### config.mk
export PLATFORM = sky130hd
export DESIGN_NAME = key_report_and_quadrature_counter
export DESIGN_NICKNAME = d
export VERILOG_FILES = /design/src/hw/rtl/krqc_pkg.sv /design/src/hw/rtl/key_report_and_quadrature_counter.sv /design/src/hw/rtl/krqc_keys.sv /design/src/hw/rtl/krqc_quad.sv
export SDC_FILE = /design/constraint.sdc
export NUM_CORES = 1
export LEC_CHECK = 0
export ABC_AREA = 1
export ABC_CLOCK_PERIOD_IN_PS = 2100
export BUFFER_PORTS_ARGS = -buffer_cell sky130_fd_sc_hd__clkbuf_2
export CORE_ASPECT_RATIO = 1.1
export CORE_MARGIN = 3
export CORE_UTILIZATION = 54
export DETAILED_ROUTE_END_ITERATION = 16
export PLACE_DENSITY = 0.8
export SETUP_SLACK_MARGIN = 0.05
export SLEW_MARGIN = 20
export SYNTH_ARGS = -nofsm -noshare
export SYNTH_HDL_FRONTEND = slang
export SYNTH_SLANG_ARGS = --single-unit
### constraint.sdc
create_clock -name clk_i -period 2.1 [get_ports clk_i]
set_input_delay 0.315 -clock clk_i [delete_from_list [all_inputs] [get_ports clk_i]]
set_output_delay 0.315 -clock clk_i [all_outputs]
set_load 0.01 [all_outputs]
### src/hw/rtl/krqc_pkg.sv
// Shared types and constants for the key report and quadrature counter.
`timescale 1ns / 1ps

package krqc_pkg;

  localparam int unsigned NumKeys    = 8;
  localparam int unsigned CodeW      = 8;
  localparam int unsigned WordW      = 16;
  localparam int unsigned ReqW       = 3;
  localparam int unsigned MaskW      = NumKeys + 1;
  localparam int unsigned CountOutW  = 8;
  localparam int unsigned CfgIdxW    = 2;
  localparam int unsigned CfgDataW   = NumKeys * CodeW;

  localparam logic [CfgIdxW-1:0] CfgKeyCodes   = 2'd0;
  localparam logic [CfgIdxW-1:0] CfgButtonCode = 2'd1;

  localparam logic [CfgDataW-1:0] KeyCodesReset   = 64'h0B0A_0908_0706_0504;
  localparam logic [CodeW-1:0]    ButtonCodeReset = 8'd12;

  // Word bit that carries each key, keys one to eight.
  localparam logic [3:0] KeyBitPos [NumKeys] = '{
    4'd8, 4'd9, 4'd10, 4'd11, 4'd15, 4'd14, 4'd13, 4'd12
  };

  typedef enum logic [ReqW-1:0] {
    ReqKeyWord = 3'd0,
    ReqButton  = 3'd1,
    ReqLeftA   = 3'd2,
    ReqLeftB   = 3'd3,
    ReqRightA  = 3'd4,
    ReqRightB  = 3'd5
  } req_e;

  typedef struct packed {
    logic [ReqW-1:0]  req_type;
    logic [WordW-1:0] key_word;
    logic             button_level;
    logic             left_a;
    logic             left_b;
    logic             right_a;
    logic             right_b;
  } in_item_t;

  typedef struct packed {
    logic                      changed;
    logic [MaskW-1:0]          pressed_mask;
    logic [NumKeys*CodeW-1:0]  report_keys;
    logic [CodeW-1:0]          button_report;
    logic [CountOutW-1:0]      left_count;
    logic [CountOutW-1:0]      right_count;
  } out_item_t;

  typedef struct packed {
    logic word_evt;
    logic button_evt;
  } key_evt_t;

  typedef struct packed {
    logic step;
    logic chan_b;
    logic a;
    logic b;
  } enc_evt_t;

endpackage

### src/hw/rtl/key_report_and_quadrature_counter.sv
// Top level: input register, key and encoder state, result register.
// Each accepted transaction waits in the input register, then updates the state and result registers.
// Throughput: one transaction per cycle while the output is not stalled; the input register feeds the state
// update and the result register in a single pass.
// Reset clears all key and encoder state and restores the register defaults.
`timescale 1ns / 1ps

module key_report_and_quadrature_counter #(
  parameter int unsigned COUNT_BITS = 8
) (
  input  logic                              clk_i,
  input  logic                              rst_ni,
  input  logic                              in_valid_i,
  output logic                              in_stall_o,
  input  krqc_pkg::in_item_t                in_data_i,
  output logic                              out_valid_o,
  input  logic                              out_stall_i,
  output krqc_pkg::out_item_t               out_data_o,
  input  logic                              cfg_we_i,
  input  logic [krqc_pkg::CfgIdxW-1:0]      cfg_idx_i,
  input  logic [krqc_pkg::CfgDataW-1:0]     cfg_data_i
);

  logic [krqc_pkg::CfgDataW-1:0] key_codes_q;
  logic [krqc_pkg::CodeW-1:0]    button_code_q;

  logic                  s1_valid_q;
  krqc_pkg::in_item_t    s1_q;
  logic                  out_valid_q;
  logic                  changed_q, changed_d;
  logic                  move, in_acc;

  krqc_pkg::key_evt_t    key_evt;
  krqc_pkg::enc_evt_t    left_evt, right_evt;

  logic [COUNT_BITS-1:0]          left_cnt, right_cnt;
  logic [krqc_pkg::CountOutW-1:0] left8, right8;

  assign move       = s1_valid_q && (!out_valid_q || !out_stall_i);
  assign in_stall_o = s1_valid_q && !move;
  assign in_acc     = in_valid_i && !in_stall_o;

  always_ff @(posedge clk_i or negedge rst_ni) begin
    if (!rst_ni) begin
      key_codes_q   <= krqc_pkg::KeyCodesReset;
      button_code_q <= krqc_pkg::ButtonCodeReset;
    end else if (cfg_we_i) begin
      unique case (cfg_idx_i)
        krqc_pkg::CfgKeyCodes:   key_codes_q   <= cfg_data_i;
        krqc_pkg::CfgButtonCode: button_code_q <= cfg_data_i[krqc_pkg::CodeW-1:0];
        default: ;
      endcase
    end
  end

  always_ff @(posedge clk_i or negedge rst_ni) begin
    if (!rst_ni) begin
      s1_valid_q  <= 1'b0;
      out_valid_q <= 1'b0;
      changed_q   <= 1'b0;
    end else begin
      s1_valid_q  <= in_acc || (s1_valid_q && !move);
      out_valid_q <= move || (out_valid_q && out_stall_i);
      if (move) begin
        changed_q <= changed_d;
      end
    end
  end

  always_ff @(posedge clk_i) begin
    if (in_acc) begin
      s1_q <= in_data_i;
    end
  end

  always_comb begin
    key_evt   = '0;
    left_evt  = '{step: 1'b0, chan_b: 1'b0, a: s1_q.left_a, b: s1_q.left_b};
    right_evt = '{step: 1'b0, chan_b: 1'b0, a: s1_q.right_a, b: s1_q.right_b};
    if (move) begin
      unique case (s1_q.req_type)
        krqc_pkg::ReqKeyWord: key_evt.word_evt   = 1'b1;
        krqc_pkg::ReqButton:  key_evt.button_evt = 1'b1;
        krqc_pkg::ReqLeftA:   left_evt.step      = 1'b1;
        krqc_pkg::ReqLeftB: begin
          left_evt.step   = 1'b1;
          left_evt.chan_b = 1'b1;
        end
        krqc_pkg::ReqRightA:  right_evt.step     = 1'b1;
        krqc_pkg::ReqRightB: begin
          right_evt.step   = 1'b1;
          right_evt.chan_b = 1'b1;
        end
        default: ;
      endcase
    end
  end

  krqc_keys u_keys (
    .clk_i           (clk_i),
    .rst_ni          (rst_ni),
    .evt_i           (key_evt),
    .key_word_i      (s1_q.key_word),
    .button_level_i  (s1_q.button_level),
    .key_codes_i     (key_codes_q),
    .button_code_i   (button_code_q),
    .changed_o       (changed_d),
    .pressed_mask_o  (out_data_o.pressed_mask),
    .report_keys_o   (out_data_o.report_keys),
    .button_report_o (out_data_o.button_report)
  );

  krqc_quad #(.CountBits(COUNT_BITS)) u_left (
    .clk_i   (clk_i),
    .rst_ni  (rst_ni),
    .evt_i   (left_evt),
    .count_o (left_cnt)
  );

  krqc_quad #(.CountBits(COUNT_BITS)) u_right (
    .clk_i   (clk_i),
    .rst_ni  (rst_ni),
    .evt_i   (right_evt),
    .count_o (right_cnt)
  );

  generate
    if (COUNT_BITS >= krqc_pkg::CountOutW) begin : g_cnt_trunc
      assign left8  = left_cnt[krqc_pkg::CountOutW-1:0];
      assign right8 = right_cnt[krqc_pkg::CountOutW-1:0];
    end else begin : g_cnt_ext
      assign left8  = {{(krqc_pkg::CountOutW-COUNT_BITS){1'b0}}, left_cnt};
      assign right8 = {{(krqc_pkg::CountOutW-COUNT_BITS){1'b0}}, right_cnt};
    end
  endgenerate

  assign out_data_o.changed     = changed_q;
  assign out_data_o.left_count  = left8;
  assign out_data_o.right_count = right8;
  assign out_valid_o            = out_valid_q;

`ifndef NO_ASSERTIONS
  a_stall_needs_item: assert property (@(posedge clk_i) disable iff (!rst_ni)
    in_stall_o |-> s1_valid_q)
    else $error("input stalled with empty input register");

  a_hold_counts: assert property (@(posedge clk_i) disable iff (!rst_ni)
    !move |=> ($stable(left_cnt) && $stable(right_cnt)))
    else $error("encoder count moved without a transaction");

  a_changed_only_word: assert property (@(posedge clk_i) disable iff (!rst_ni)
    (move && (s1_q.req_type != krqc_pkg::ReqKeyWord)) |=> !changed_q)
    else $error("changed raised by a non key word transaction");

  a_drain: assert property (@(posedge clk_i) disable iff (!rst_ni)
    (out_valid_q && !out_stall_i && !s1_valid_q) |=> !out_valid_q)
    else $error("result repeated after it was taken");
`endif

endmodule

### src/hw/rtl/krqc_keys.sv
// Key word decode, button handling and report slot storage.
`timescale 1ns / 1ps

module krqc_keys (
  input  logic                                          clk_i,
  input  logic                                          rst_ni,
  input  krqc_pkg::key_evt_t                            evt_i,
  input  logic [krqc_pkg::WordW-1:0]                    key_word_i,
  input  logic                                          button_level_i,
  input  logic [krqc_pkg::CfgDataW-1:0]                 key_codes_i,
  input  logic [krqc_pkg::CodeW-1:0]                    button_code_i,
  output logic                                          changed_o,
  output logic [krqc_pkg::MaskW-1:0]                    pressed_mask_o,
  output logic [krqc_pkg::NumKeys*krqc_pkg::CodeW-1:0]  report_keys_o,
  output logic [krqc_pkg::CodeW-1:0]                    button_report_o
);

  logic [krqc_pkg::WordW-1:0] last_word_q;
  logic [krqc_pkg::MaskW-1:0] marks_q, marks_d;
  logic [krqc_pkg::CodeW-1:0] slot_q [krqc_pkg::NumKeys];
  logic [krqc_pkg::CodeW-1:0] slot_d [krqc_pkg::NumKeys];
  logic [krqc_pkg::CodeW-1:0] btn_slot_q, btn_slot_d;
  logic                       word_new;

  assign word_new  = evt_i.word_evt && (key_word_i != last_word_q);
  assign changed_o = word_new;

  always_comb begin
    marks_d    = marks_q;
    btn_slot_d = btn_slot_q;
    for (int i = 0; i < krqc_pkg::NumKeys; i++) begin
      slot_d[i] = slot_q[i];
      if (word_new) begin
        if (key_word_i[krqc_pkg::KeyBitPos[i]]) begin
          marks_d[i+1] = 1'b0;
          slot_d[i]    = '0;
        end else begin
          marks_d[i+1] = 1'b1;
          slot_d[i]    = key_codes_i[i*krqc_pkg::CodeW +: krqc_pkg::CodeW];
        end
      end
    end
    if (evt_i.button_evt) begin
      marks_d[0] = !button_level_i;
      btn_slot_d = button_level_i ? '0 : button_code_i;
    end
  end

  always_ff @(posedge clk_i or negedge rst_ni) begin
    if (!rst_ni) begin
      last_word_q <= '0;
      marks_q     <= '0;
      btn_slot_q  <= '0;
      for (int i = 0; i < krqc_pkg::NumKeys; i++) begin
        slot_q[i] <= '0;
      end
    end else begin
      if (word_new) begin
        last_word_q <= key_word_i;
      end
      marks_q    <= marks_d;
      btn_slot_q <= btn_slot_d;
      for (int i = 0; i < krqc_pkg::NumKeys; i++) begin
        slot_q[i] <= slot_d[i];
      end
    end
  end

  always_comb begin
    for (int i = 0; i < krqc_pkg::NumKeys; i++) begin
      report_keys_o[i*krqc_pkg::CodeW +: krqc_pkg::CodeW] = slot_q[i];
    end
  end

  assign pressed_mask_o  = marks_q;
  assign button_report_o = btn_slot_q;

endmodule

### src/hw/rtl/krqc_quad.sv
// x4 quadrature position counter for one encoder.
`timescale 1ns / 1ps

module krqc_quad #(
  parameter int unsigned CountBits = 8
) (
  input  logic                  clk_i,
  input  logic                  rst_ni,
  input  krqc_pkg::enc_evt_t    evt_i,
  output logic [CountBits-1:0]  count_o
);

  logic [CountBits-1:0] count_q, count_d;
  logic                 up;

  // A edge: up when levels differ. B edge: up when levels match.
  assign up = evt_i.chan_b ? (evt_i.a == evt_i.b) : (evt_i.a != evt_i.b);

  always_comb begin
    count_d = count_q;
    if (evt_i.step) begin
      count_d = up ? count_q + 1'b1 : count_q - 1'b1;
    end
  end

  always_ff @(posedge clk_i or negedge rst_ni) begin
    if (!rst_ni) begin
      count_q <= '0;
    end else begin
      count_q <= count_d;
    end
  end

  assign count_o = count_q;

endmodule
# Yosys cells after proc, flatten, opt, wreduce, memory -nomap -nowiden
# Index checks and enable logic that the tools add are counted.
# word_totals
rom_bits,0
output_inout_bits,100
latchBits,0
elab_cells,90
memories,0
regBits,212
in_bits,95
ramBits,0
# op_classes
muxes,30
n_shift,0
multipliers,0
eq_ne,11
bitwise,0
add_sub_neg,4
div_mod_pow,0
reduce_logical,19
order_cmp,0
# op_table
operator,count
8-bit 2-to-1 mux,11
8-bit by 1-bit adder with 8-bit output (second input constant),2
1-bit 2-to-1 mux,16
16-bit inequality test,1
8-bit by 1-bit subtractor with 8-bit output (second input constant),2
3-bit by 2-bit == test with 1-bit output (second input constant),2
3-bit == test (second input constant),2
2-bit 2-to-1 mux,3
1-bit logical AND,5
1-bit zero test,5
2-bit AND reduction,2
2-bit OR reduction,2
3-bit by 1-bit == test with 1-bit output (second input constant),1
3-bit zero test,1
1-bit logical OR,3
1-bit == test,2
2-bit by 1-bit == test with 1-bit output (second input constant),1
2-bit zero test,1
1-bit inequality test,2

# Depth between registers and ports, before layout
# logic_depth
word_depth,8
depth_mapped,19
mapped_depth_nobuf,19

# Cells and area by module
# A second synthesis with hierarchy kept.
# hier_totals
cells_unflattened,1238
area_unflattened_um2,10039.6
# by_module_without_submodules
module,cells_per_inst,area_per_inst_um2,n_inst,seq_area_each_um2
krqc_keys,647,4695.8,1,2427.3
key_report_and_quadrature_counter,369,3872.5,1,2620.0
krqc_quad,111,735.7,2,200.2

# Least setup slack after synthesis
# No wires, ideal clock.
# synth_path
path_kind,register -> register
from,reg out_valid_q (netlist: out_valid_o)
to,reg u_left.count_q[6] (netlist: u_left.count_o[6])
arrival_ns,1.787
required_ns,1.982
n_path_buf,0
setup_time_ns,0.118
setup_slack_ns,0.195
stages_incl_launch_ff,18
path_cell_list,dfrtp_1 -> nand2_2 -> nand2_4 -> nor2_1 -> nand2_1 -> nand2_1 -> nand2_1 -> nand2_1 -> inv_1 -> ha_1 -> inv_1 -> nand2_1 -> nand3_1 -> nor2_1 -> nand2_1 -> nand3b_1 -> nand3_1 -> nand2_1
# synth_via
elab_chain_len,6
# synth_lines
item,line,rtl
from (decl),key_report_and_quadrature_counter.sv:29,logic out_valid_q;
from (signal assigned),key_report_and_quadrature_counter.sv:63,out_valid_q <= move || (out_valid_q && out_stall_i);
1-bit zero test (*),key_report_and_quadrature_counter.sv:39,assign move = s1_valid_q && (!out_valid_q || !out_stall_i);
1-bit logical OR (*),key_report_and_quadrature_counter.sv:39,
1-bit logical AND (*),key_report_and_quadrature_counter.sv:39,
2-bit 2-to-1 mux (*),key_report_and_quadrature_counter.sv:80,if (move) begin
1-bit 2-to-1 mux,krqc_quad.sv:17,assign up = evt_i.chan_b ? (evt_i.a == evt_i.b) : (evt_i.a != evt_i.b);
8-bit 2-to-1 mux,krqc_quad.sv:22,count_d = up ? count_q + 1'b1 : count_q - 1'b1;
to (signal assigned),krqc_quad.sv:30,count_q <= count_d;
to (decl),krqc_quad.sv:13,"logic [CountBits-1:0] count_q, count_d;"
# Mark *: on every way between the ends. The rest lies on a longest branch, timed or not.
# A chain may end at the register's enable or synchronous reset.

# Worst setup path after layout
# Same ends and word-level chain as after synthesis.

==> run_results.csv <==
group,metric,value,unit
outcome,result_of_the_run,"finished clean",
setup_path,worst-endpoint-arrival,2.45,ns
floorplanning,floorplan.io_pins,195,
setup_path,setup.reg_to_reg.worst_slack,0.04,ns
detailed_routing,drt_first_pass_iters,5,
clock_tree,clk_path_buf_depth,3,
power_and_ir_drop,power_density,1110,nW/um^2
setup_path,setup_crit_end_kind,"register",
global_route,grt_pass1_wl,33100,um
layout,design.final.nets,1170,
logic_synthesis,synthesis.instances,825,
logic_synthesis,post_synth.cell_area_avg,10.7,um^2
global_route,first_global_vias,6797,
layout,final_cells,1290,
logic_synthesis,post_synth_instance_area,8820,um^2
power_and_ir_drop,cellLeakagePower,0.00566,uW
logic_synthesis,syn_nets,922,
sta,timing.hold.ws,0.00921,ns
power_and_ir_drop,vdd_ir_drop_max,0.694,mV
logic_synthesis,synth_largest_area_cell,"dfrtp_1",
sta,grt_setup_unrepaired,"true",
detailed_routing,vias,6856,
flow_run,max-cap-violations,0,
sta,final.period_utilization,98.2,%
setup_path,cp_data_required_time,2.49,ns
sta,max_freq,485,MHz
clock_tree,cts-root-buf,"clkbuf_16",
logic_synthesis,flip_flop_and_latch_count_after_synthesis,212,
clock_tree,clk_latency,0.49,ns
floorplanning,fp.dieW,128,um
setup_path,critical_path_fanout_max,8,
setup_path,setup.worst_path.start_class,"register",
clock_tree,clock_sink_count,212,
place,place.port_buffers,194,
place,detailed_place_hpwl,14000,um
floorplanning,core_region_area,15900,um^2
detailed_routing,drtIter0Drc,438,
detailed_routing,final_antenna_net_count,0,
sta,final_hold_viols,0,
layout,final_common_cell,"nand2_1",
sta,final.setup.tns,0,ns
global_route,grt_overflow,0,
floorplanning,num_rows,48,
logic_synthesis,yosys-top-cells-area,"dfrtp_1, nand2_1, edfxtp_1",
clock_tree,number_of_cts_inserted_buffers,22,
layout,share_of_post_route_cells_with_drive_strength_above_1,35.6,%
layout,layout.cells.most_common_list,"nand2_1, clkbuf_2, dfrtp_1",
sta,fin_skew,0.0122,ns
global_route,antenna_found_initial,0,
floorplanning,fp.dieArea,17900,um^2
logic_synthesis,synth_sequential_area_ratio,61.8,%
clock_tree,cts_tree,"done",
place,placedCellCount,1216,
floorplanning,die_y,140,um
sta,finalMaxSlewViolations,0,
sta,timing_worst_slew_pin_value,0.502,ns
logic_synthesis,synth-warning-count,0,
global_route,grt_max_degree,81,
global_route,grt_use_total,22.5,%
detailed_routing,routed_wire_per_std_cell,16.3,um
layout,area_growth_syn_to_layout,27.5,%
floorplanning,start_util,55.6,%
worst_hold_path,min_path_type,"input pin to register",
sta,slew-limit-headroom,66.4,%
clock_tree,ctsHtreeMaxLevel,1,
detailed_routing,routed_wl,21000,um
clock_tree,cts.reportedPaths.clkPinSlew,0.06,ns
place,place_congestion,0.843,
logic_synthesis,netlist-cell-type-count,39,
setup_path,timing.setup.critical_path_class,"register to register",
detailed_routing,remaining_drc_errors,0,
logic_synthesis,yosysTopAreaCellShare,48.2,%
sta,final_period_minus_worst_setup_slack,2.06,ns
sta,report.final.setup_viol,0,
detailed_routing,post_drt_via_cell_ratio,5.31,
critical path, stage by stage (launching register included):
cell	delay, ns
dfrtp_1	0.40
nand2_4	0.11
nand2_8	0.09
inv_1	0.09
nand2_2	0.07
nand2_2	0.09
nand2_2	0.08
nand2_2	0.07
nand2_1	0.06
inv_1	0.06
ha_2	0.16
inv_2	0.04
nand2_2	0.05
nand3_2	0.07
nor2_2	0.13
nand2_1	0.08
nand2_1	0.06
nand2_1	0.08
nand3_2	0.09
nand2_1	0.05
routing by layer:
layer / vias up / share of wire, % / global-route usage [%]
met1: 3261 / 39 / 29.1
met3: 67 / 6.6 / 4.08
met4: 0 / 3.4 / 7.49
met2: 289 / 51 / 38.3
met5: - / 0 / 0
li1: 3239 / - / -
state kept, by name (all words and copies together) (netlist names):
signal                  cells
changed_q                   1
left_evt                    2
u_keys.pressed_mask_o       9
right_evt                   2
s1_valid_q                  1
out_valid_o                 1
u_keys.button_report_o      8
s1_q                       20
u_keys.last_word_q         16
u_right.count_o             8
button_code_q               8
key_codes_q                64
u_left.count_o              8
u_keys.report_keys_o       64
power by group:
| group | switching [uW] | leakage [uW] | total, uW | internal [uW] |
|---|---|---|---|---|
| logic | 1710 | 0.00275 | 3050 | 1340 |
| registers | 642 | 0.00256 | 5710 | 5070 |
| clock network | 1490 | 0.000346 | 3770 | 2280 |
| total | 3840 | 0.00566 | 12500 | 8700 |
repair_timing:
item / CTS / global route
hold endpoints to repair: 57 / 0
resized for setup: 0 / 30
endpoints found under the setup margin: 0 / 47
buffers inserted: 0 / 16
hold buffers: 17 / 0
worst paths after layout:
kind | endpoint | start | cells after the start
worst max-delay path | u_left.count_o[6] | out_valid_o | 19
worst min-delay path | left_evt[1] | in_data_i[3] | 1
worst max register to register | u_left.count_o[6] | out_valid_o | 19
worst min register to register | u_keys.report_keys_o[49] | u_keys.report_keys_o[49] | 2
max in group asynchronous | key_codes_q[26] | rst_ni | 3
min in group asynchronous | u_keys.report_keys_o[34] | rst_ni | 2
cells in the mapped netlist, drive strengths merged:
cell type  instances
o41ai              4
dfstp             18
nand4              4
xnor2             12
o21ai             87
nor2              30
nand3b             2
edfxtp            24
buf               14
o21bai             4
clkbuf            13
o21a               1
clkinv             4
ha                 2
nor3               4
inv               53
nand3             41
a22o              24
nand2            244
xor2               6
or2                4
dfrtp            170
a21oi              3
mux2              56
nor4               1
area by class of cell:
class,instances,area (um^2)
antenna,1,2.50
clock buffer,37,668
clock inverter,3,40.0
fill,1134,4610
inverter,57,214
multi-input combinational,529,3100
sequential,212,5450
tap,200,250
timing repair buffer,251,1520
logic make-up after synthesis:
| logic type | synth area share (%) |
|---|---|
| and+or+nand+nor | 16.1 |
| DFF | 61.8 |
| AOI/OAI and AO/OA | 8.49 |
| buffers and inverters | 4.36 |
| muxes | 7.15 |
| xor gates and xnor gates | 1.79 |
| adders and majority gates | 0.284 |
per-stage QoR:
step	cell area [um^2]	power [uW]	setup slack [ns]	utilization, %
after floorplan	8820	7420	0.195	-
after global placement	10100	8480	0.103	63.9
after detailed placement	10100	8620	0.0822	63.9
after CTS	11000	12500	0.0723	69.4
after global routing	11200	13300	-0.115	70.9
final	11200	12500	0.0383	70.9
(Power assumes the default switching activity.)
